### config.mk
export PLATFORM = sky130hd
export DESIGN_NAME = programmable_signal_pattern_source_top
export DESIGN_NICKNAME = d
export VERILOG_FILES = /design/src/sv/pss_pkg.sv /design/src/sv/programmable_signal_pattern_source_top.sv /design/src/sv/pss_div.sv /design/src/sv/pss_dpath.sv /design/src/sv/pss_ctrl.sv
export SDC_FILE = /design/constraint.sdc
export NUM_CORES = 2
export LEC_CHECK = 0
export BUFFER_PORTS_ARGS = -buffer_cell sky130_fd_sc_hd__buf_4
export CAP_MARGIN = 20
export CORE_UTILIZATION = 60
export CTS_CLUSTER_SIZE = 8
export DETAILED_ROUTE_END_ITERATION = 16
export MAX_ROUTING_LAYER = met4
export PLACE_DENSITY = 0.76
export SLEW_MARGIN = 0
export SYNTH_ARGS = -nofsm -noshare
export SYNTH_HDL_FRONTEND = slang
export SYNTH_SLANG_ARGS = --single-unit
export TNS_END_PERCENT = 5
### constraint.sdc
create_clock -name clk_i -period 19.1 [get_ports clk_i]
set_input_delay 1.91 -clock clk_i [delete_from_list [all_inputs] [get_ports clk_i]]
set_output_delay 1.91 -clock clk_i [all_outputs]
set_load 0.01 [all_outputs]
### src/sv/pss_pkg.sv
// ----------------------------------------------------------------------------
// pss_pkg
// Shared widths, codes and controller/datapath types of the pattern source.
// ----------------------------------------------------------------------------
package pss_pkg;

  localparam int TABLE_DEPTH_DEF = 16;
  localparam int TICK_W_DEF      = 32;

  localparam int TIME_W     = 24;
  localparam int DUTY_W     = 7;
  localparam int MODE_W     = 3;
  localparam int OP_W       = 2;
  localparam int IDX_W      = 4;
  localparam int COUNT_W    = 5;
  localparam int CFG_IDX_W  = 3;
  localparam int CFG_DATA_W = 24;
  localparam int PROD_W     = TIME_W + DUTY_W;
  localparam int THR_W      = TIME_W + 1;
  localparam int DUTY_SCALE = 100;

  // Division of the period-duty product by a hundred: multiply by the
  // rounded-up value of 2^37/100 and keep the bits from 37 up. This is exact
  // for any product below 2^32.
  localparam int                 RECIP_W     = 31;
  localparam logic [RECIP_W-1:0] DUTY_RECIP  = 31'h51EB851F;
  localparam int                 RECIP_SHIFT = 37;
  localparam int                 RPROD_W     = PROD_W + RECIP_W;

  // Item operations
  localparam logic [OP_W-1:0] OP_TICK    = 2'd0;
  localparam logic [OP_W-1:0] OP_RESTART = 2'd1;
  localparam logic [OP_W-1:0] OP_WRITE   = 2'd2;

  // Signal modes
  localparam logic [MODE_W-1:0] MODE_LOW    = 3'd0;
  localparam logic [MODE_W-1:0] MODE_HIGH   = 3'd1;
  localparam logic [MODE_W-1:0] MODE_SQUARE = 3'd2;
  localparam logic [MODE_W-1:0] MODE_PULSE  = 3'd3;
  localparam logic [MODE_W-1:0] MODE_SEQ    = 3'd4;

  // Register indexes
  localparam logic [CFG_IDX_W-1:0] REG_MODE   = 3'd0;
  localparam logic [CFG_IDX_W-1:0] REG_PERIOD = 3'd1;
  localparam logic [CFG_IDX_W-1:0] REG_DUTY   = 3'd2;
  localparam logic [CFG_IDX_W-1:0] REG_DELAY  = 3'd3;
  localparam logic [CFG_IDX_W-1:0] REG_WIDTH  = 3'd4;
  localparam logic [CFG_IDX_W-1:0] REG_LOOP   = 3'd5;
  localparam logic [CFG_IDX_W-1:0] REG_HOLD   = 3'd6;
  localparam logic [CFG_IDX_W-1:0] REG_POL    = 3'd7;

  typedef enum logic [3:0] {
    ST_IDLE,
    ST_EVAL,
    ST_THR_GO,
    ST_SQ_WAIT,
    ST_LAST,
    ST_WRAP,
    ST_LOOP_WAIT,
    ST_SCAN_RD,
    ST_SCAN_CHK,
    ST_DONE
  } state_e;

  typedef enum logic {
    DIV_SQUARE,
    DIV_LOOP
  } div_sel_e;

  typedef struct packed {
    logic     load;
    logic     div_start;
    div_sel_e div_sel;
    logic     thr_ld;
    logic     rd_en;
    logic     rd_last;
    logic     last_ld;
    logic     lvl_init;
    logic     tt_ld;
    logic     tt_rem;
    logic     scan_clr;
    logic     scan_step;
    logic     out_ld;
  } cmd_t;

  typedef struct packed {
    logic [MODE_W-1:0] mode;
    logic              period_zero;
    logic              used_zero;
    logic              loop_wrap;
    logic              div_done;
    logic              scan_hit;
    logic              scan_end;
    logic              out_free;
  } status_t;

endpackage

### src/sv/programmable_signal_pattern_source_top.sv
// ----------------------------------------------------------------------------
// programmable_signal_pattern_source_top
// Tick-driven test-signal source: constant, square, single pulse or table.
// ----------------------------------------------------------------------------
//  channel  direction  handshake                  payload
//  s_axis   in         s_axis_tvalid/tready       tuser op, tdata entry fields
//  m_axis   out        m_axis_tvalid/tready       tdata pin and raw level
//  cfg      in         cfg_valid_i/cfg_ready_o    cfg_index_i, cfg_data_i
//
//  Constant, pulse and zero-period square items go from acceptance through mode
//  evaluation straight to the result. Square mode runs the one-bit-per-cycle
//  divider once for the count modulo the period. Sequence mode reads the last
//  table entry, runs the divider for the count modulo its time when the time
//  wraps, and scans the entries in use; an empty table goes to the result.
//  A result beat waiting on m_axis holds the next item in its final cycle.
//  Reset is asynchronous and active low; the table contents need no clearing.
// ----------------------------------------------------------------------------
module programmable_signal_pattern_source_top #(
  parameter int TABLE_DEPTH      = pss_pkg::TABLE_DEPTH_DEF,
  parameter int TICK_COUNT_WIDTH = pss_pkg::TICK_W_DEF
) (
  input  logic                           clk_i,
  input  logic                           rst_ni,
  input  logic                           s_axis_tvalid,
  output logic                           s_axis_tready,
  // entry_index[3:0], entry_time[27:4], entry_level[28], entry_count[33:29], zero pad
  input  logic [39:0]                    s_axis_tdata,
  // op[1:0]
  input  logic [pss_pkg::OP_W-1:0]       s_axis_tuser,
  output logic                           m_axis_tvalid,
  input  logic                           m_axis_tready,
  // pin_level[0], raw_level[1], zero pad
  output logic [7:0]                     m_axis_tdata,
  input  logic                           cfg_valid_i,
  output logic                           cfg_ready_o,
  input  logic [pss_pkg::CFG_IDX_W-1:0]  cfg_index_i,
  input  logic [pss_pkg::CFG_DATA_W-1:0] cfg_data_i
);
  import pss_pkg::*;

  cmd_t    cmd;
  status_t status;
  logic    pin_level;
  logic    raw_level;

  assign cfg_ready_o = 1'b1;

  pss_ctrl u_ctrl (
    .clk_i      (clk_i),
    .rst_ni     (rst_ni),
    .s_tvalid_i (s_axis_tvalid),
    .s_tready_o (s_axis_tready),
    .status_i   (status),
    .cmd_o      (cmd)
  );

  pss_dpath #(
    .TABLE_DEPTH (TABLE_DEPTH),
    .TICK_W      (TICK_COUNT_WIDTH)
  ) u_dpath (
    .clk_i         (clk_i),
    .rst_ni        (rst_ni),
    .cfg_we_i      (cfg_valid_i),
    .cfg_index_i   (cfg_index_i),
    .cfg_data_i    (cfg_data_i),
    .op_i          (s_axis_tuser),
    .entry_index_i (s_axis_tdata[3:0]),
    .entry_time_i  (s_axis_tdata[27:4]),
    .entry_level_i (s_axis_tdata[28]),
    .entry_count_i (s_axis_tdata[33:29]),
    .cmd_i         (cmd),
    .status_o      (status),
    .m_tvalid_o    (m_axis_tvalid),
    .m_tready_i    (m_axis_tready),
    .pin_level_o   (pin_level),
    .raw_level_o   (raw_level)
  );

  assign m_axis_tdata = {6'b0, raw_level, pin_level};

endmodule

### src/sv/pss_div.sv
// ----------------------------------------------------------------------------
// pss_div
// Restoring divider, one quotient bit per cycle, for a time-width divisor.
// ----------------------------------------------------------------------------
module pss_div #(
  parameter int DW = 32
) (
  input  logic                       clk_i,
  input  logic                       rst_ni,
  input  logic                       start_i,
  input  logic [DW-1:0]              dividend_i,
  input  logic [pss_pkg::TIME_W-1:0] divisor_i,
  output logic                       done_o,
  output logic [pss_pkg::TIME_W-1:0] rem_o
);
  import pss_pkg::*;

  localparam int CNT_W = $clog2(DW) + 1;

  logic             busy_q;
  logic [CNT_W-1:0] cnt_q;
  logic             done_q;
  logic [DW-1:0]    quot_q;
  logic [TIME_W-1:0] rem_q;
  logic [TIME_W-1:0] dvs_q;

  logic [TIME_W:0]   partial;
  logic [TIME_W:0]   diff;
  logic              ge;
  logic [TIME_W-1:0] rem_d;

  always_comb begin
    partial = {rem_q, quot_q[DW-1]};
    diff    = partial - {1'b0, dvs_q};
    ge      = partial >= {1'b0, dvs_q};
    rem_d   = ge ? diff[TIME_W-1:0] : partial[TIME_W-1:0];
  end

  always_ff @(posedge clk_i or negedge rst_ni) begin
    if (!rst_ni) begin
      busy_q <= 1'b0;
      cnt_q  <= '0;
      done_q <= 1'b0;
    end else if (start_i) begin
      busy_q <= 1'b1;
      cnt_q  <= CNT_W'(DW);
      done_q <= 1'b0;
    end else if (busy_q) begin
      cnt_q <= cnt_q - CNT_W'(1);
      if (cnt_q == CNT_W'(1)) begin
        busy_q <= 1'b0;
        done_q <= 1'b1;
      end
    end else begin
      done_q <= 1'b0;
    end
  end

  always_ff @(posedge clk_i) begin
    if (start_i) begin
      quot_q <= dividend_i;
      rem_q  <= '0;
      dvs_q  <= divisor_i;
    end else if (busy_q) begin
      quot_q <= {quot_q[DW-2:0], ge};
      rem_q  <= rem_d;
    end
  end

  assign done_o = done_q;
  assign rem_o  = rem_q;

`ifndef SYNTHESIS
  a_no_restart_busy : assert property (@(posedge clk_i) disable iff (!rst_ni)
    start_i |-> !busy_q)
    else $error("divider started while still busy");

  a_done_single : assert property (@(posedge clk_i) disable iff (!rst_ni)
    done_q |=> !done_q)
    else $error("divider done held for more than one cycle");
`endif

endmodule

### src/sv/pss_dpath.sv
// ----------------------------------------------------------------------------
// pss_dpath
// Registers, tick counter, sequence table, divider and result register.
// ----------------------------------------------------------------------------
module pss_dpath #(
  parameter int TABLE_DEPTH = pss_pkg::TABLE_DEPTH_DEF,
  parameter int TICK_W      = pss_pkg::TICK_W_DEF
) (
  input  logic                           clk_i,
  input  logic                           rst_ni,
  input  logic                           cfg_we_i,
  input  logic [pss_pkg::CFG_IDX_W-1:0]  cfg_index_i,
  input  logic [pss_pkg::CFG_DATA_W-1:0] cfg_data_i,
  input  logic [pss_pkg::OP_W-1:0]       op_i,
  input  logic [pss_pkg::IDX_W-1:0]      entry_index_i,
  input  logic [pss_pkg::TIME_W-1:0]     entry_time_i,
  input  logic                           entry_level_i,
  input  logic [pss_pkg::COUNT_W-1:0]    entry_count_i,
  input  pss_pkg::cmd_t                  cmd_i,
  output pss_pkg::status_t               status_o,
  output logic                           m_tvalid_o,
  input  logic                           m_tready_i,
  output logic                           pin_level_o,
  output logic                           raw_level_o
);
  import pss_pkg::*;

  localparam int AW    = (TABLE_DEPTH > 1) ? $clog2(TABLE_DEPTH) : 1;
  localparam int UW    = $clog2(TABLE_DEPTH + 1);
  localparam int CMP_W = (TICK_W > PROD_W) ? TICK_W : PROD_W;

  // Configuration registers
  logic [MODE_W-1:0] mode_q;
  logic [TIME_W-1:0] period_q;
  logic [DUTY_W-1:0] duty_q;
  logic [TIME_W-1:0] delay_q;
  logic [TIME_W-1:0] width_q;
  logic              loop_q;
  logic              hold_q;
  logic              pol_q;

  logic [TICK_W-1:0] count_q;
  logic [UW-1:0]     used_q;
  logic [OP_W-1:0]   op_q;

  logic [PROD_W-1:0] prod_q;
  logic [THR_W-1:0]  thr_q;
  logic [CMP_W-1:0]  tt_q;
  logic [TIME_W-1:0] last_time_q;
  logic              last_level_q;
  logic              lvl_q;
  logic [UW-1:0]     scan_q;

  logic [TIME_W:0]   mem [TABLE_DEPTH];
  logic [TIME_W:0]   rd_q;

  logic              m_tvalid_q;
  logic              pin_q;
  logic              raw_q;

  logic              wr_en;
  logic [AW-1:0]     waddr;
  logic [AW-1:0]     raddr;
  logic [UW-1:0]     last_idx;
  logic [RPROD_W-1:0] thr_prod;
  logic [CMP_W-1:0]  div_dividend;
  logic [TIME_W-1:0] div_divisor;
  logic              div_done;
  logic [TIME_W-1:0] div_rem;
  logic [CMP_W-1:0]  t_ext;
  logic [TIME_W:0]   pulse_end;
  logic              pulse_hit;
  logic              sq_level;
  logic              direct_level;
  logic              raw_sel;
  logic              out_free;
  logic              scan_end;

  always_ff @(posedge clk_i or negedge rst_ni) begin
    if (!rst_ni) begin
      mode_q   <= MODE_LOW;
      period_q <= TIME_W'(1);
      duty_q   <= DUTY_W'(50);
      delay_q  <= '0;
      width_q  <= TIME_W'(1);
      loop_q   <= 1'b0;
      hold_q   <= 1'b0;
      pol_q    <= 1'b0;
    end else if (cfg_we_i) begin
      case (cfg_index_i)
        REG_MODE:   mode_q   <= cfg_data_i[MODE_W-1:0];
        REG_PERIOD: period_q <= cfg_data_i[TIME_W-1:0];
        REG_DUTY:   duty_q   <= cfg_data_i[DUTY_W-1:0];
        REG_DELAY:  delay_q  <= cfg_data_i[TIME_W-1:0];
        REG_WIDTH:  width_q  <= cfg_data_i[TIME_W-1:0];
        REG_LOOP:   loop_q   <= cfg_data_i[0];
        REG_HOLD:   hold_q   <= cfg_data_i[0];
        REG_POL:    pol_q    <= cfg_data_i[0];
        default:    mode_q   <= mode_q;
      endcase
    end
  end

  assign wr_en    = cmd_i.load && (op_i == OP_WRITE) && (int'(entry_index_i) < TABLE_DEPTH);
  assign waddr    = AW'(entry_index_i);
  assign last_idx = used_q - UW'(1);
  assign raddr    = cmd_i.rd_last ? last_idx[AW-1:0] : scan_q[AW-1:0];
  assign out_free = !m_tvalid_q || m_tready_i;
  assign scan_end = scan_q == used_q;

  // The count is cleared by a restart on acceptance and advances only once a
  // tick's level has gone to the output register.
  always_ff @(posedge clk_i or negedge rst_ni) begin
    if (!rst_ni) begin
      count_q <= '0;
      used_q  <= '0;
      scan_q  <= '0;
    end else begin
      if (cmd_i.load && op_i == OP_RESTART) begin
        count_q <= '0;
      end else if (cmd_i.out_ld && op_q == OP_TICK && count_q != '1) begin
        count_q <= count_q + TICK_W'(1);
      end
      if (wr_en) begin
        used_q <= (int'(entry_count_i) > TABLE_DEPTH) ? UW'(TABLE_DEPTH) : UW'(entry_count_i);
      end
      if (cmd_i.scan_clr) begin
        scan_q <= '0;
      end else if (cmd_i.scan_step) begin
        scan_q <= scan_q + UW'(1);
      end
    end
  end

  always_ff @(posedge clk_i) begin
    if (wr_en) begin
      mem[waddr] <= {entry_level_i, entry_time_i};
    end
    if (cmd_i.rd_en) begin
      rd_q <= mem[raddr];
    end
  end

  // The square threshold is the registered product divided by a hundred.
  assign thr_prod = RPROD_W'(prod_q) * RPROD_W'(DUTY_RECIP);

  // Working registers of one item.
  always_ff @(posedge clk_i) begin
    prod_q <= PROD_W'(period_q) * PROD_W'(duty_q);
    if (cmd_i.load) begin
      op_q <= op_i;
    end
    if (cmd_i.thr_ld) begin
      thr_q <= thr_prod[RECIP_SHIFT +: THR_W];
    end
    if (cmd_i.last_ld) begin
      last_time_q  <= rd_q[TIME_W-1:0];
      last_level_q <= rd_q[TIME_W];
    end
    if (cmd_i.tt_ld) begin
      tt_q <= cmd_i.tt_rem ? CMP_W'(div_rem) : t_ext;
    end
    if (cmd_i.lvl_init) begin
      lvl_q <= hold_q ? 1'b0 : last_level_q;
    end else if (cmd_i.scan_step) begin
      lvl_q <= rd_q[TIME_W];
    end
  end

  assign t_ext = CMP_W'(count_q);

  always_comb begin
    case (cmd_i.div_sel)
      DIV_SQUARE: begin
        div_dividend = t_ext;
        div_divisor  = period_q;
      end
      DIV_LOOP: begin
        div_dividend = t_ext;
        div_divisor  = last_time_q;
      end
      default: begin
        div_dividend = t_ext;
        div_divisor  = period_q;
      end
    endcase
  end

  pss_div #(
    .DW(CMP_W)
  ) u_div (
    .clk_i      (clk_i),
    .rst_ni     (rst_ni),
    .start_i    (cmd_i.div_start),
    .dividend_i (div_dividend),
    .divisor_i  (div_divisor),
    .done_o     (div_done),
    .rem_o      (div_rem)
  );

  always_comb begin
    pulse_end = {1'b0, delay_q} + {1'b0, width_q};
    pulse_hit = (t_ext >= CMP_W'(delay_q)) && (t_ext < CMP_W'(pulse_end));
    sq_level  = {1'b0, div_rem} < thr_q;
    case (mode_q)
      MODE_HIGH:  direct_level = 1'b1;
      MODE_PULSE: direct_level = pulse_hit;
      default:    direct_level = 1'b0;
    endcase
    if (mode_q == MODE_SQUARE && period_q != '0) begin
      raw_sel = sq_level;
    end else if (mode_q == MODE_SEQ && used_q != '0) begin
      raw_sel = lvl_q;
    end else begin
      raw_sel = direct_level;
    end
  end

  always_ff @(posedge clk_i or negedge rst_ni) begin
    if (!rst_ni) begin
      m_tvalid_q <= 1'b0;
    end else if (cmd_i.out_ld) begin
      m_tvalid_q <= 1'b1;
    end else if (m_tready_i) begin
      m_tvalid_q <= 1'b0;
    end
  end

  always_ff @(posedge clk_i) begin
    if (cmd_i.out_ld) begin
      raw_q <= raw_sel;
      pin_q <= raw_sel ^ pol_q;
    end
  end

  assign m_tvalid_o  = m_tvalid_q;
  assign pin_level_o = pin_q;
  assign raw_level_o = raw_q;

  always_comb begin
    status_o.mode        = mode_q;
    status_o.period_zero = period_q == '0;
    status_o.used_zero   = used_q == '0;
    status_o.loop_wrap   = loop_q && (used_q > UW'(1)) && (last_time_q != '0);
    status_o.div_done    = div_done;
    status_o.scan_hit    = CMP_W'(rd_q[TIME_W-1:0]) <= tt_q;
    status_o.scan_end    = scan_end;
    status_o.out_free    = out_free;
  end

`ifndef SYNTHESIS
  a_out_no_overwrite : assert property (@(posedge clk_i) disable iff (!rst_ni)
    cmd_i.out_ld |-> out_free)
    else $error("result loaded over a beat not yet taken");

  a_scan_in_range : assert property (@(posedge clk_i) disable iff (!rst_ni)
    cmd_i.scan_step |-> !scan_end)
    else $error("table scan stepped past the entries in use");
`endif

endmodule

### src/sv/pss_ctrl.sv
// ----------------------------------------------------------------------------
// pss_ctrl
// Sequencer for one item: accept, evaluate the mode, drive the datapath.
// ----------------------------------------------------------------------------
module pss_ctrl (
  input  logic             clk_i,
  input  logic             rst_ni,
  input  logic             s_tvalid_i,
  output logic             s_tready_o,
  input  pss_pkg::status_t status_i,
  output pss_pkg::cmd_t    cmd_o
);
  import pss_pkg::*;

  state_e state_q;
  state_e state_d;

  always_ff @(posedge clk_i or negedge rst_ni) begin
    if (!rst_ni) begin
      state_q <= ST_IDLE;
    end else begin
      state_q <= state_d;
    end
  end

  always_comb begin
    state_d    = state_q;
    cmd_o      = '0;
    s_tready_o = 1'b0;
    case (state_q)
      ST_IDLE: begin
        s_tready_o = 1'b1;
        if (s_tvalid_i) begin
          cmd_o.load = 1'b1;
          state_d    = ST_EVAL;
        end
      end
      ST_EVAL: begin
        case (status_i.mode)
          MODE_SQUARE: begin
            state_d = status_i.period_zero ? ST_DONE : ST_THR_GO;
          end
          MODE_SEQ: begin
            if (status_i.used_zero) begin
              state_d = ST_DONE;
            end else begin
              cmd_o.rd_en   = 1'b1;
              cmd_o.rd_last = 1'b1;
              state_d       = ST_LAST;
            end
          end
          default: state_d = ST_DONE;
        endcase
      end
      ST_THR_GO: begin
        // The threshold period*duty/100 is latched while the divider starts
        // on the count modulo the period.
        cmd_o.thr_ld    = 1'b1;
        cmd_o.div_start = 1'b1;
        cmd_o.div_sel   = DIV_SQUARE;
        state_d         = ST_SQ_WAIT;
      end
      ST_SQ_WAIT: begin
        if (status_i.div_done) begin
          state_d = ST_DONE;
        end
      end
      ST_LAST: begin
        cmd_o.last_ld = 1'b1;
        state_d       = ST_WRAP;
      end
      ST_WRAP: begin
        cmd_o.lvl_init = 1'b1;
        if (status_i.loop_wrap) begin
          cmd_o.div_start = 1'b1;
          cmd_o.div_sel   = DIV_LOOP;
          state_d         = ST_LOOP_WAIT;
        end else begin
          cmd_o.tt_ld    = 1'b1;
          cmd_o.scan_clr = 1'b1;
          state_d        = ST_SCAN_RD;
        end
      end
      ST_LOOP_WAIT: begin
        cmd_o.div_sel = DIV_LOOP;
        if (status_i.div_done) begin
          cmd_o.tt_ld    = 1'b1;
          cmd_o.tt_rem   = 1'b1;
          cmd_o.scan_clr = 1'b1;
          state_d        = ST_SCAN_RD;
        end
      end
      ST_SCAN_RD: begin
        if (status_i.scan_end) begin
          state_d = ST_DONE;
        end else begin
          cmd_o.rd_en = 1'b1;
          state_d     = ST_SCAN_CHK;
        end
      end
      ST_SCAN_CHK: begin
        // The scan stops at the first entry that lies after the current time.
        if (status_i.scan_hit) begin
          cmd_o.scan_step = 1'b1;
          state_d         = ST_SCAN_RD;
        end else begin
          state_d = ST_DONE;
        end
      end
      ST_DONE: begin
        if (status_i.out_free) begin
          cmd_o.out_ld = 1'b1;
          state_d      = ST_IDLE;
        end
      end
      default: state_d = ST_IDLE;
    endcase
  end

endmodule

### Yosys cells after proc, flatten, opt, wreduce, memory -nomap -nowiden

Memory sizes are Yosys's and may differ from the RTL's. A register that Yosys moved wholly into a read port is not among the register bits.
Cells that the tools add are included.

* latch bits: 0
* ROM bits: 0
* word-level logic and storage cells: 173
* bits of input ports: 74
* register bits after elaboration: 338
* memories: 1
* RAM bits: 400

Memory list
* u_dpath.mem: words 16, bits a word 25, rd ports 1, clocked after Yosys merged registers in 1, wr ports 1, line pss_dpath.sv:54 `logic [TIME_W:0] mem [TABLE_DEPTH];`

* eq/ne operators: 30
* order comparisons: 7
* multipliers: 2
* divide/modulo/power cells: 0
* reduce and logical (&&, ||, !) cells: 33
* add/subtract/negate cells: 6
* shifts and indexed selects: 0
* muxes and demuxes: 63
* bitwise operators: 2

Operator list (number)
* $mux W32: 4
* $mul A31 B31 Y62 const B: 1
* $mux W24: 2
* $pmux W24 S2: 1
* $reduce_bool A24 Y1: 2
* $pmux W4 S10: 1
* $add A32 B1 Y32 const B: 1
* $ge A32 B24 Y1: 1
* $le A24 B32 Y1: 1
* $lt A32 B25 Y1: 1
* $mux W4: 8
* $ne A32 B32 Y1 const B: 1
* $mul A24 B7 Y31: 1
* $mux W1: 31
* $add A24 B24 Y25: 1
* $ge A25 B24 Y1: 1
* $lt A24 B25 Y1: 1
* $logic_not A24 Y1: 1
* $sub A24 B24 Y24: 1
* $eq A4 B3 Y1 const B: 4
* $reduce_and A2 Y1: 8
* $eq A3 B3 Y1 const B: 5
* $mux W5: 3
* $eq A3 B2 Y1 const B: 4
* other kinds (33): 58

### Depth between registers and ports, before layout

* word-level depth: 8
* gate-level depth with buffers: 25
* depth with buffers taken out: 25

### Modules after synthesis

Synthesis repeated with hierarchy kept, for this count alone.

* cells, all modules: 4471
* area, all modules: 55061.6 µm²

Modules (own cells, without submodules)
* pss_dpath: cells an instance 3925, area an instance 49481.2 µm², instances 1
* pss_div: cells an instance 455, area an instance 4918.5 µm², instances 1
* pss_ctrl: cells an instance 80, area an instance 586.8 µm², instances 1
* programmable_signal_pattern_source_top: cells an instance 11, area an instance 75.1 µm², instances 1

### Worst setup path before layout

Ideal clock, no wire load.

* path kind: register to register
* from: reg u_dpath.prod_q[9]
* to: reg u_dpath.thr_q[24] (data pin)
* cell stages (with the launch flop): 26
* setup time: 136 ps
* setup slack: 12179 ps
* required time: 18964 ps
* buffers on the path: 0
* period minus slack after synthesis: 6921 ps
* arrival: 6785 ps
* cells stage by stage: dfxtp_1 ha_1 inv_1 fa_1 inv_1 fa_1 inv_1 fa_1 inv_1 fa_1 fa_1 fa_1 inv_1 fa_1 inv_1 ha_1 a211oi_1 o21ai_0 o2111ai_1 o2111a_1 a21oi_1 or4_4 a21boi_2 a21oi_2 or4_1 nand3_1

* word-level cells in the longest chain between the ends: 1

Ends and longest elaborated chain
* start: declaration: line pss_dpath.sv:46 `logic [PROD_W-1:0] prod_q;`
* start signal: assignment: line pss_dpath.sv:149 `prod_q <= PROD_W'(period_q) * PROD_W'(duty_q);`
* $mul A31 B31 Y62: line pss_dpath.sv:145 `assign thr_prod = RPROD_W'(prod_q) * RPROD_W'(DUTY_RECIP);`
* via u_dpath.thr_prod[61]: line pss_dpath.sv:65 `logic [RPROD_W-1:0] thr_prod;`
* end signal: assignment: line pss_dpath.sv:154 `thr_q <= thr_prod[RECIP_SHIFT +: THR_W];`
* end: declaration: line pss_dpath.sv:47 `logic [THR_W-1:0] thr_q;`

The timed path passes the listed nets, and every way through them passes these cells.
A chain may end at the register's enable or synchronous reset.

### Worst setup path after layout

* from: reg u_dpath.prod_q[22]
* to: reg u_dpath.thr_q[24] (data pin)

The elaborated chain is that of the path after synthesis.

==> metrics.txt <==
status=finished clean; CTS H-tree depth=3; Seq/Total Area, Yosys=about 39%; final setup violation count=0; GRT Util Overall=approximately a third; fmax=~0.12 GHz; cells along the critical path=inv_1, fa_1, fa_1, fa_1, inv_1, fa_1, fa_1, fa_1, inv_1, fa_1, inv_1, ha_1, nand2_1, or4_1, a2111o_1, a21o_1, a211oi_2, or4_4, a21boi_2, a21oi_2, or4_1, nand3_1; setup tns final=0 ns; Row Count=approximately 110; Fin. Hold Viols=0; CP peak stage delay=roughly 0.65 ns; Post-synth top flop=edfxtp_1; unrepaired setup endpoints after global routing=no; fraction of layout cells with a size suffix above 1=between 8 and 9%; Period Utilization, post-route=a little over two fifths; core box area=91,800 µm²; Hold Startpoint=u_dpath.rd_q[20]; reg2reg start=u_dpath.prod_q[22]; WHS=~0.47 ns; Setup Buffers After CTS=0; global route overflow=0; Post-CTS Hold Fix Bufs=0; Nets=approximately 6,100; slowest CP cell=dfxtp_1; critical path type=flip-flop to flip-flop; Routed Antenna Nets=0; CTS tree=yes; Final Skew=0.0519 ns; Final GP Congestion=1.01; final WL=around 140 mm; maxcap violations=0; clock tree root buffer cell=clkbuf_16; initial drt markers=3,214; crit-path most repeated cell=fa_1; Slew headroom=about a quarter; initial core utilization=60.7%; insertion delay to the later sink of the worst-skew pair=0.71 ns; worst slew pin tran=~1.1 ns; Critical Path Start Type=flip-flop; worst setup margin=between 10 and 15 ns; pre-CTS WS=11.12 ns; Mapped Area=around 56,000 µm²; distinct cell type count after synthesis=93; Port-buffer cells=between 70 and 80; vias per cell=5.90; DIE WIDTH=about 310 µm; Resized cells post-CTS=0; CTS max path bufs=3; Synth warnings=0; minimum clock period=8.07 ns; #FFs+latches synth=between 700 and 800; Slew Limit Fails=0; initial antenna violation count=9; CP Data Arrival Time=8.51 ns; CTS Buf Count=between 100 and 150; wire per inst=about 22 µm; vias=around 37,000; clock sinks=between 700 and 800; clock-pin slew on the worst setup and hold paths=approximately 0.050 ns; Synth Instances=4,932; DRT Pass-1 Iters=6; worst-path maximum fanout=7; Avg Inst Size Synth=between 10 and 15 µm²; # fillers=approximately 7,000; post-DP HPWL=just over 100 mm; largest net degree at the start of global routing=201; Ports=85; Post-synth EDFFs=about 570; Critical Path Source=u_dpath.prod_q[22]; Die Span Y=307 µm; area of the die=approximately 94,000 µm²; Worst EP required=approximately 20 ns; vias in the first global route=approximately 38,000; first-pass GRT wire length=218 mm; FFs w/ async S/R, synth=about 18%; HP Class=flip-flop to flip-flop; DR DRC count=0; Crit. End Element=flip-flop; P&R area growth vs syn=8.74%
[through the flow]
| step | instances | util [%] | area [µm²] |
|---|---|---|---|
| global route | 6276 | 66.0 | 60600 |
| global placement | 6105 | 62.7 | 57600 |
| detailed placement | 6106 | 62.7 | 57600 |
| CTS | 6269 | 66.0 | 60600 |
| finish | 6282 | 66.1 | 60600 |
| floorplan | 4937 | - | 55800 |
[sequential cells by signal, summed over array words and instances, names as in the netlist, 2 cells and up]
name / flops
u_dpath.mem: 400
u_dpath.count_q: 32
u_dpath.tt_q: 32
u_dpath.u_div.quot_q: 32
u_dpath.prod_q: 31
u_dpath.rd_q: 25
u_dpath.thr_q: 25
u_dpath.delay_q: 24
u_dpath.last_time_q: 24
u_dpath.period_q: 24
u_dpath.u_div.dvs_q: 24
u_dpath.u_div.rem_o: 24
u_dpath.width_q: 24
u_dpath.duty_q: 7
u_dpath.u_div.cnt_q: 6
u_dpath.scan_q: 5
u_dpath.used_q: 5
u_ctrl.state_q: 4
u_dpath.mode_q: 3
u_dpath.op_q: 2
[layer usage]
| layer | global-route usage [%] | share of wire, % | vias up |
|---|---|---|---|
| li1 | - | - | 16930 |
| met1 | 41.7 | 42 | 18463 |
| met2 | 50.0 | 47 | 1336 |
| met3 | 4.22 | 6.4 | 308 |
| met4 | 12.3 | 4.2 | 0 |
| met5 | - | 0 | - |
[path summary, 6_finish.rpt]
path | to | slack, ns | cells after the start
min in group asynchronous | u_dpath.duty_q[0] | 1.20 | 1
setup reg to reg | u_dpath.thr_q[24] | 11.03 | 22
hold / removal | u_dpath.last_time_q[20] | 0.47 | 0
setup / recovery | u_dpath.thr_q[24] | 11.03 | 22
hold reg to reg | u_dpath.last_time_q[20] | 0.47 | 0
max in group asynchronous | u_dpath.u_div.cnt_q[2] | 16.82 | 3
[logic make-up after synthesis]
family / Yosys count / synth area share [%]
other cells: 2 / 0.0135
fa+ha+maj: 1069 / 30.5
mux: 183 / 3.65
buf+inv: 991 / 6.82
flops: 763 / 38.9
simple gates: 1021 / 8.75
compound gates: 776 / 9.41
xor+xnor: 127 / 1.99
[Yosys cell counts (all sizes together) (7+ instances only)]
cell	count	area, µm²
dfxtp	55	1100
inv	822	3090
nor4	20	125
a31oi	64	400
nand4	44	275
clkbuf	122	458
a311oi	52	455
nand3b	9	67.6
edfxtp	568	17100
nor3	35	175
mux2	163	1840
or4	7	56.3
a21oi	194	993
nor2b	30	190
xnor2	69	604
or3	16	100
mux2i	20	200
nor2	165	627
o21a	24	181
nand2b	29	184
xor2	58	508
o211ai	15	113
dfrtp	135	3380
and3	17	108
ha	584	7310
fa	485	9710
a211oi	161	1220
buf	45	240
o21ai	107	543
o21bai	18	143
nor3b	7	52.6
a21o	71	534
nand2	430	1620
and2	155	970
nand3	43	220
o31ai	11	82.6
[final cells by class]
cell class | instances | area [µm²] | area share (%)
multi-input cells | 3183 | 30500 | 50.4
flip-flops and latches | 763 | 21700 | 35.7
inverters | 822 | 3090 | 5.09
clock buffers | 155 | 2820 | 4.64
well taps | 1243 | 1560 | 2.56
repair buffers | 96 | 769 | 1.27
clock inverters | 8 | 179 | 0.295
diodes | 12 | 30.0 | 0.0495
[cells in the final DEF (no fill, tap or decap), types with 16 or more instances in the layout]
| master | netlist | routed |
|---|---|---|
| a211oi_1 | 159 | 159 |
| a21o_1 | 70 | 70 |
| a21oi_1 | 190 | 186 |
| a311oi_1 | 52 | 52 |
| a31oi_1 | 64 | 64 |
| and2_1 | 155 | 155 |
| and3_1 | 16 | 16 |
| buf_4 | 11 | 92 |
| clkbuf_1 | 122 | 50 |
| clkbuf_16 | 0 | 105 |
| dfrtp_1 | 135 | 135 |
| dfxtp_1 | 55 | 55 |
| edfxtp_1 | 568 | 568 |
| fa_1 | 485 | 485 |
| ha_1 | 584 | 584 |
| inv_1 | 822 | 822 |
| mux2_2 | 163 | 163 |
| mux2i_1 | 20 | 19 |
| nand2_1 | 429 | 429 |
| nand2b_1 | 28 | 28 |
| nand3_1 | 42 | 42 |
| nand4_1 | 44 | 44 |
| nor2_1 | 164 | 152 |
| nor2b_1 | 29 | 29 |
| nor3_1 | 35 | 29 |
| nor4_1 | 20 | 20 |
| o21a_1 | 23 | 23 |
| o21ai_0 | 101 | 100 |
| o21bai_1 | 16 | 16 |
| xnor2_1 | 69 | 69 |
| xor2_1 | 58 | 58 |
[critical path, delay by kind of cell (launching register included)]
| family | cells | cell delay (ns) |
|---|---|---|
| fa+ha+maj | 8 | 4.06 |
| compound gates | 5 | 1.44 |
| simple gates | 5 | 1.19 |
| flops | 1 | 0.65 |
| buf+inv | 4 | 0.45 |
Power is not shown: default switching activity piles up to over one toggle a cycle in this logic, so the estimate is an artifact.
